===== config.mk =====
export PLATFORM = sky130hd
export DESIGN_NAME = dxlbs_ctrl
export DESIGN_NICKNAME = d
export VERILOG_FILES = /design/src/sv/dxlbs_pkg.sv /design/src/sv/dxlbs_ctrl.sv
export SDC_FILE = /design/constraint.sdc
export NUM_CORES = 1
export LEC_CHECK = 0
export BUFFER_PORTS_ARGS = -buffer_cell sky130_fd_sc_hd__clkbuf_2
export CORE_MARGIN = 5
export CORE_UTILIZATION = 40
export CTS_CLUSTER_DIAMETER = 80
export DETAILED_ROUTE_END_ITERATION = 16
export PLACE_DENSITY = 0.72
export SLEW_MARGIN = 20
export SYNTH_ARGS = -nofsm -noshare
export SYNTH_HDL_FRONTEND = slang
export SYNTH_SLANG_ARGS = --single-unit
export TNS_END_PERCENT = 1

===== constraint.sdc =====
create_clock -name clk_i -period 12.7 [get_ports clk_i]
set_input_delay 1.905 -clock clk_i [delete_from_list [all_inputs] [get_ports clk_i]]
set_output_delay 1.905 -clock clk_i [all_outputs]
set_load 0.02 [all_outputs]

===== src/sv/dxlbs_pkg.sv =====
// ----------------------------------------------------------------------------
// dxlbs_pkg
// Shared constants, types and command codes of the XOR lattice bit source.
// ----------------------------------------------------------------------------
package dxlbs_pkg;

  localparam int NEURON_COUNT        = 1024;
  localparam int SYNAPSES_PER_NEURON = 12;
  localparam int FRAME_SIZE          = 16384;
  localparam int BITS_PER_TICK       = 125;
  localparam int SPIKE_THRESHOLD     = 127;
  localparam int TAP_SPACING         = 256;
  localparam int TAP_COUNT           = 4;

  localparam int NEURON_AW = $clog2(NEURON_COUNT);
  localparam int FRAME_AW  = $clog2(FRAME_SIZE);
  localparam int LIMIT_W   = 20;
  localparam int WORD_W    = 64;
  localparam int ACC_W     = 128;
  localparam int ACC_IW    = $clog2(ACC_W);
  localparam int COUNT_W   = 8;
  localparam int BITCNT_W  = 7;

  localparam logic [LIMIT_W-1:0] LIMIT_RESET = 20'd1000000;

  // input commands
  typedef enum logic [2:0] {
    CMD_LOAD_SYN  = 3'd0,
    CMD_LOAD_NRN  = 3'd1,
    CMD_LOAD_SPK  = 3'd2,
    CMD_TICK      = 3'd3,
    CMD_RESTART   = 3'd4
  } cmd_e;

  // one synapse entry
  typedef struct packed {
    logic [13:0] src;
    logic [7:0]  delay;
    logic [7:0]  timer;
    logic        active;
  } syn_t;

  localparam int SYN_W = $bits(syn_t);

  // controller to datapath commands
  typedef struct packed {
    logic                 syn_we;
    logic                 nrn_we;
    logic                 spk_we;
    logic                 rd_en;
    logic [NEURON_AW-1:0] rd_addr;
    logic                 acc_clr;
    logic                 word_hi;
    logic [BITCNT_W-1:0]  word_bits;
  } ctrl_cmd_t;

endpackage


===== src/sv/dxlbs_ctrl.sv =====
// ----------------------------------------------------------------------------
// dxlbs_ctrl
// Command decode, tick sequencer and bit budget of the lattice bit source.
// ----------------------------------------------------------------------------
module dxlbs_ctrl (
  input  logic                           clk_i,
  input  logic                           rst_ni,
  input  logic                           in_valid_i,
  output logic                           in_ready_o,
  input  logic [2:0]                     in_cmd_i,
  input  logic [9:0]                     in_neuron_i,
  input  logic [3:0]                     in_slot_i,
  input  logic [13:0]                    in_frame_i,
  input  logic                           cfg_we_i,
  input  logic [dxlbs_pkg::LIMIT_W-1:0]  cfg_data_i,
  output logic                           out_valid_o,
  input  logic                           out_ready_i,
  output logic                           out_last_o,
  output dxlbs_pkg::ctrl_cmd_t           cmd_o
);

  typedef enum logic [4:0] {
    S_IDLE  = 5'b00001,
    S_SWEEP = 5'b00010,
    S_DRAIN = 5'b00100,
    S_OUT0  = 5'b01000,
    S_OUT1  = 5'b10000
  } state_e;

  state_e                              state_q, state_d;
  logic [dxlbs_pkg::NEURON_AW-1:0]     n_q, n_d;
  logic                                drain_q, drain_d;
  logic [dxlbs_pkg::LIMIT_W-1:0]       limit_q, emitted_q, emitted_d;
  logic [dxlbs_pkg::COUNT_W-1:0]       count_q, count_d;
  logic [dxlbs_pkg::LIMIT_W-1:0]       room;
  logic [dxlbs_pkg::COUNT_W-1:0]       count_new;
  logic                                accept, nrn_ok, slot_ok, frame_ok, two_words;

  assign accept    = in_valid_i && in_ready_o;
  assign nrn_ok    = 32'(in_neuron_i) < dxlbs_pkg::NEURON_COUNT;
  assign slot_ok   = 32'(in_slot_i) < dxlbs_pkg::SYNAPSES_PER_NEURON;
  assign frame_ok  = 32'(in_frame_i) < dxlbs_pkg::FRAME_SIZE;
  assign room      = limit_q - emitted_q;
  assign count_new = (room < dxlbs_pkg::LIMIT_W'(dxlbs_pkg::BITS_PER_TICK)) ?
                     dxlbs_pkg::COUNT_W'(room) :
                     dxlbs_pkg::COUNT_W'(dxlbs_pkg::BITS_PER_TICK);
  assign two_words = count_q > dxlbs_pkg::COUNT_W'(dxlbs_pkg::WORD_W);

  // next state and sweep control
  always_comb begin
    state_d   = state_q;
    n_d       = n_q;
    drain_d   = drain_q;
    emitted_d = emitted_q;
    count_d   = count_q;
    cmd_o     = '0;
    case (state_q)
      S_IDLE: begin
        if (accept) begin
          case (in_cmd_i)
            dxlbs_pkg::CMD_LOAD_SYN: cmd_o.syn_we = nrn_ok && slot_ok;
            dxlbs_pkg::CMD_LOAD_NRN: cmd_o.nrn_we = nrn_ok;
            dxlbs_pkg::CMD_LOAD_SPK: cmd_o.spk_we = frame_ok;
            dxlbs_pkg::CMD_RESTART:  emitted_d = '0;
            dxlbs_pkg::CMD_TICK: begin
              if (emitted_q < limit_q) begin
                cmd_o.acc_clr = 1'b1;
                count_d       = count_new;
                emitted_d     = emitted_q + dxlbs_pkg::LIMIT_W'(count_new);
                n_d           = '0;
                state_d       = S_SWEEP;
              end
            end
            default: ;
          endcase
        end
      end
      S_SWEEP: begin
        cmd_o.rd_en   = 1'b1;
        cmd_o.rd_addr = n_q;
        n_d           = n_q + 1'b1;
        if (n_q == dxlbs_pkg::NEURON_AW'(dxlbs_pkg::NEURON_COUNT - 1)) begin
          drain_d = 1'b0;
          state_d = S_DRAIN;
        end
      end
      S_DRAIN: begin
        drain_d = 1'b1;
        if (drain_q) begin
          state_d = S_OUT0;
        end
      end
      S_OUT0: begin
        cmd_o.word_bits = two_words ? dxlbs_pkg::BITCNT_W'(dxlbs_pkg::WORD_W) :
                                      dxlbs_pkg::BITCNT_W'(count_q);
        if (out_ready_i) begin
          state_d = two_words ? S_OUT1 : S_IDLE;
        end
      end
      S_OUT1: begin
        cmd_o.word_hi   = 1'b1;
        cmd_o.word_bits = dxlbs_pkg::BITCNT_W'(count_q - dxlbs_pkg::COUNT_W'(dxlbs_pkg::WORD_W));
        if (out_ready_i) begin
          state_d = S_IDLE;
        end
      end
      default: state_d = S_IDLE;
    endcase
  end

  // registers
  always_ff @(posedge clk_i or negedge rst_ni) begin
    if (!rst_ni) begin
      state_q   <= S_IDLE;
      n_q       <= '0;
      drain_q   <= 1'b0;
      emitted_q <= '0;
      count_q   <= '0;
      limit_q   <= dxlbs_pkg::LIMIT_RESET;
    end else begin
      state_q   <= state_d;
      n_q       <= n_d;
      drain_q   <= drain_d;
      emitted_q <= emitted_d;
      count_q   <= count_d;
      if (cfg_we_i) begin
        limit_q <= cfg_data_i;
      end
    end
  end

  assign in_ready_o  = (state_q == S_IDLE);
  assign out_valid_o = (state_q == S_OUT0) || (state_q == S_OUT1);
  assign out_last_o  = (state_q == S_OUT1) || !two_words;

endmodule


After elaboration in Yosys (flattened, before gate mapping)
Cells that the tools add are included.
{"block": "classes", "addsub": 4, "order_cmp": 4, "eq_ne": 18, "n_mux": 31, "reduce_logical": 13}
{"op": "5-bit two-way mux", "n": 8}
{"op": "20-bit case mux with 2 select lines", "n": 1}
{"op": "10-bit two-way mux", "n": 3}
{"op": "5-bit case mux with 5 select lines", "n": 1}
{"op": "20-bit by 8-bit adder with 20-bit output", "n": 1}
{"op": "20-bit < comparator", "n": 1}
{"op": "20-bit by 7-bit < comparator with 1-bit output, second input constant", "n": 1}
{"op": "20-bit two-way mux", "n": 1}
{"op": "10-bit case mux with 2 select lines", "n": 1}
{"op": "20-bit subtractor", "n": 1}
{"op": "7-bit case mux with 2 select lines", "n": 1}
{"op": "4-bit AND reduction", "n": 3}
{"op": "11-bit two-way mux", "n": 1}
{"op": "10-bit by 1-bit adder with 10-bit output, second input constant", "n": 1}
{"op": "10-bit == test, second input constant", "n": 1}
{"op": "2-bit != test, second input constant", "n": 5}
{"op": "1-bit two-way mux", "n": 9}
{"op": "8-bit by 7-bit > comparator with 1-bit output, second input constant", "n": 1}
{"op": "8-bit two-way mux", "n": 1}
{"op": "7-bit two-way mux", "n": 1}
{"op": "7-bit AND reduction", "n": 1}
{"op": "7-bit subtractor, second input constant", "n": 1}
{"op": "3-bit by 2-bit == test with 1-bit output, second input constant", "n": 2}
{"op": "3-bit two-way mux", "n": 2}
{"op": "other kinds (16)", "n": 21}
{"block": "word_totals", "regBits": 64, "in_bits": 56, "out_inout_bits": 26}

Depth between registers and ports, before layout
{"block": "depth", "depth_word": 6, "depth_mapped": 23}

Worst setup path after synthesis
OpenSTA, ideal clock, no wires.
{"block": "synth_path", "path_kind": "input to output", "startpoint": "input port in_cmd_i[1]", "endpoint": "output port cmd_o[8] in the netlist's numbering", "arrival_ps": 3122, "t_required_ps": 10795, "path_slack_ps": 7673, "path_stages": 5, "cell_sequence": "nand2_1 -> nor2_1 -> clkbuf_1 -> nand2_1 -> nor4_1"}
{"item": "from (decl)", "line_no": "dxlbs_ctrl.sv:10", "source": "input logic [2:0] in_cmd_i,"}
{"item": "to (decl)", "line_no": "dxlbs_ctrl.sv:19", "source": "output dxlbs_pkg::ctrl_cmd_t cmd_o"}

Worst setup path after layout
{"block": "layout_path", "startpoint": "register limit_q[0] in the netlist's numbering", "endpoint": "register emitted_q[9] in the netlist's numbering"}
{"block": "layout_between", "elab_chain_cells": 6, "word_cells_on_any_way": 9, "classes_between": "add/sub (2); order compare (2); eq/ne (1); mux (3); reduce/logical (1)"}
{"item": "from (decl)", "line_no": "dxlbs_ctrl.sv:33", "source": "logic [dxlbs_pkg::LIMIT_W-1:0] limit_q, emitted_q, emitted_d;"}
{"item": "from (signal assigned)", "line_no": "dxlbs_ctrl.sv:119", "source": "limit_q <= dxlbs_pkg::LIMIT_RESET;"}
{"item": "from (signal assigned)", "line_no": "dxlbs_ctrl.sv:127", "source": "limit_q <= cfg_data_i;"}
{"item": "20-bit subtractor *", "line_no": "dxlbs_ctrl.sv:43", "source": "assign room = limit_q - emitted_q;"}
{"item": "20-bit by 7-bit < comparator with 1-bit output", "line_no": "dxlbs_ctrl.sv:44", "source": "assign count_new = (room < dxlbs_pkg::LIMIT_W'(dxlbs_pkg::BITS_PER_TICK)) ?"}
{"item": "8-bit two-way mux *", "line_no": "dxlbs_ctrl.sv:44"}
{"item": "via count_new, one bit", "line_no": "dxlbs_ctrl.sv:36", "source": "logic [dxlbs_pkg::COUNT_W-1:0] count_new;"}
{"item": "20-bit by 8-bit adder with 20-bit output *", "line_no": "dxlbs_ctrl.sv:69", "source": "emitted_d = emitted_q + dxlbs_pkg::LIMIT_W'(count_new);"}
{"item": "20-bit two-way mux *", "line_no": "dxlbs_ctrl.sv:66", "source": "if (emitted_q < limit_q) begin"}
{"item": "20-bit case mux with 2 select lines *", "line_no": "dxlbs_ctrl.sv:60", "source": "case (in_cmd_i)"}
{"item": "to (signal assigned)", "line_no": "dxlbs_ctrl.sv:124", "source": "emitted_q <= emitted_d;"}
{"item": "to (decl)", "line_no": "dxlbs_ctrl.sv:33"}
The timed path passes the listed nets; every way through them passes the cells marked *. The select of a mux whose other input is x is not followed.
A chain may end at the register's enable or synchronous reset.

==> flow_summary.ini <==
[worst_setup_path]
crit_type = register to register
worst_ep_arrival_time_ns = 6.06
cp-end-kind = register
critical_path_peak_fanout = 14
r2r_cells = 21
regToRegEndpoint = emitted_q[9]$_DFFE_PN0P_
crit-reg2reg-launch = limit_q[0]$_DFFE_PN0P_
startpoint_class = register
setup.worst_path.start = limit_q[0]$_DFFE_PN0P_
cp-endpoint = emitted_q[9]$_DFFE_PN0P_
worstPathRequired_ns = 12.93
r2r_setup_slack_ns = 6.87

[grt]
total_gr_overflow = 0
via_count_of_the_first_global_routing_pass = 4067
grt_use_total_pct = 16.7
global_route_wire_length_before_repair_mm = 19.4
grt_antenna_before_repair = 0
grt_max_degree = 65

[placed_design]
place.detailed.instances = 722
portBuffers = 55
routability_congestion = 0.866
dp.final_hpwl_mm = 8.62
post_dp_cell_area_sq_um = 5080

[finish]
final_design_area_no_fill_sq_um = 5420
final_cell_count_no_fill = 738
finish.utilization_pct = 47.2
final_net_count = 678
leading_cell_type_in_the_layout_fill_and_taps_excluded = dfrtp_1
final_cell_mix = 56 x dfrtp_1, 55 x clkbuf_2, 53 x nand2_1, 45 x nor2_1, 34 x inv_1
synthToLayoutAreaGrowth_pct = 15.1
drive_above_1_share_pct = 19.5
antennaDiodeCount = 0
fill_cells = 1084

[sta]
finalSetupTns_ns = 0
rsz_0062_raised_after_global_routing = false
timing.final.crit_period_ns = 5.83
endpoints_failing_setup = 0
worst-slew-pin-transition_ns = 1.01
timing.final.crit_share_pct = 45.9
skew_ns = 0.00840
hold_viol_final = 0
max_transition_margin_pct = 31.8
final_max_slew_viol_count = 0
top_achievable_clock_speed_mhz = 171

[die]
floorplan.die_area_sq_um = 14000
die_w_microns = 118
floorplan.initialDensity_pct = 41.1
placementRows = 39
die_height_microns = 118
io_pins = 82
design.core.area_sq_um = 11500

[logic_synthesis]
syn_nets = 629
part_of_the_yosys_area_used_for_sequential_elements_pct = 34.2
gate_count_after_technology_mapping = 541
synthFlopType = dfrtp_1
ys_warn_count = 0
async_reset_ff_share_pct = 100
synthesis_stage_register_bit_count = 64
postSynthAreaPerCell_sq_um = 8.70
synth_edf_count = 0
post_synth_instance_area_sq_um = 4710
yosys.cell_types.count = 62

[pwr]
total_switching_power_w = 0.000402
leakagePower_nw = 2.44
power.density_cell_area_nw_per_um2 = 185
internal_power_w = 0.000599
fin_total_pwr_w = 0.00100
peakVddDrop_mv = 0.0942
p_comb_share_pct = 44.4
power.share.switching_pct = 40.2
pwr-share-clk_pct = 27.6
power_frac_seq_pct = 28.0

[clock_network]
insertion_delay_ns = 0.35
cts.repair_timing.setup_buffer_count = 0
ctsLongestPathBuffers = 2
hold_buffers = 0
cts_tree = built
post_cts.resized_instances = 0
clock_sink_count = 64
cts.reportedPaths.clkPinSlew_ns = 0.06
cts.htree.levels = 3
cts_root_buffer = clkbuf_16
cts_buffers = 9

[detailed_routing]
route.detailed.vias_per_inst = 5.52
totalWireLength_mm = 11.3
number_of_nets_still_failing_antenna_checks_after_routing = 0
route.detailed.drc = 0
drt-wirelength-per-cell_microns = 15.3
drt_iter0_drc = 249
drtPass1Iterations = 4
vias_after_detailed_routing = 4071

[worst_hold_path]
min_path_type = register to register

[outcome]
run_status = complete, no violations

[flow_run]
maxCapViolations = 0
[metrics by stage]
stage                     setup WS, ns  hold WS (ns)
final                             6.87         0.474
after global routing              6.41         0.498
after CTS                         6.84         0.477
after detailed placement          6.87         0.466
after global placement            7.04         0.453
after floorplan                   7.67         0.440
[registers in the layout, summed over array words and instances (netlist names)]
signal / count
limit_q: 20
state_q: 5
drain_q: 1
count_q: 8
n_q: 10
emitted_q: 20
[logic make-up after synthesis]
kind of cell | after synthesis | share of synthesized area, %
other cells | 1 | 0.0796
flops | 64 | 34.2
compound gates | 130 | 17.9
fa+ha+maj | 32 | 8.82
xor+xnor | 33 | 6.14
simple gates | 205 | 22.6
buf+inv | 54 | 5.05
mux | 22 | 5.21
[routing by layer]
metal | up-vias | GRT usage (%) | part of all wire, %
li1 | 2031 | - | -
met4 | 0 | 8.43 | 3.8
met1 | 1917 | 20.9 | 45
met3 | 32 | 4.68 | 4.5
met2 | 91 | 26.3 | 47
met5 | - | 0 | 0
[critical path, cell delays in order, from the launching register on]
cell	delay (ns)
dfrtp_1	0.36
inv_1	0.08
ha_1	0.17
inv_1	0.05
fa_1	0.42
a211oi_1	0.32
o21bai_1	0.12
a21oi_1	0.18
xor2_1	0.33
o2111ai_1	0.22
or4b_4	0.54
nor4_4	0.65
and2_2	0.29
ha_1	0.15
a21o_1	0.09
a21oi_1	0.09
o21bai_1	0.23
a31oi_1	0.14
o21ai_0	0.81
nand3_1	0.21
xnor2_1	0.20
nor2_1	0.05
[power groups by stage]
| stage | Clock [W] | Combinational, W | Sequential, W |
|---|---|---|---|
| after global routing | 0.000291 | 0.000498 | 0.000286 |
| after global placement | 0 | 0.000428 | 0.000281 |
| after detailed placement | 0 | 0.000440 | 0.000283 |
| final | 0.000276 | 0.000444 | 0.000280 |
| after CTS | 0.000282 | 0.000442 | 0.000280 |
| after floorplan | 0 | 0.000349 | 0.000273 |
[synthesized netlist by cell type, types with 5 or more instances]
cell type   n  share of area [%]
a211oi_1    6               0.96
a21o_1     13                2.1
a21oi_1    31                3.3
a31oi_1     9                1.2
and2_1     17                2.3
and3_1      6               0.80
buf_2       7               0.74
clkbuf_1    9               0.72
dfrtp_1    56                 30
dfstp_2     8                4.5
ha_1       30                8.0
inv_1      34                2.7
mux2_2     20                4.8
nand2_1    53                4.2
nand3_1    20                2.1
nand4_1    11                1.5
nor2_1     45                3.6
nor2b_1     6               0.80
nor3_1     17                1.8
nor4_1      5               0.66
o211ai_1    5               0.80
o21ai_0    29                3.1
o21bai_1    7                1.1
xnor2_1    27                5.0
xor2_1      6                1.1
[worst min path at each step]
stage                              startpoint                     end  slack (ns)  cells after the start
after floorplan           drain_q$_DFFE_PN0P_  state_q[2]$_DFFE_PN0P_        0.44                      1
after global placement    drain_q$_DFFE_PN0P_  state_q[2]$_DFFE_PN0P_        0.45                      1
after detailed placement  drain_q$_DFFE_PN0P_  state_q[2]$_DFFE_PN0P_        0.47                      1
after CTS                 drain_q$_DFFE_PN0P_  state_q[2]$_DFFE_PN0P_        0.48                      1
after global routing      drain_q$_DFFE_PN0P_  state_q[2]$_DFFE_PN0P_        0.50                      1
final                     drain_q$_DFFE_PN0P_  state_q[2]$_DFFE_PN0P_        0.47                      1
[area by class of cell]
| class | count | area [sq um] | share of cell area, % |
|---|---|---|---|
| Multi-Input combinational cell | 423 | 2870 | 53.0 |
| Sequential cell | 64 | 1610 | 29.7 |
| Timing Repair Buffer | 58 | 298 | 5.50 |
| Clock buffer | 10 | 239 | 4.41 |
| Tap cell | 143 | 179 | 3.30 |
| Inverter | 34 | 128 | 2.36 |
| Clock inverter | 6 | 90.1 | 1.66 |
Power figures use the tool's default switching activity.
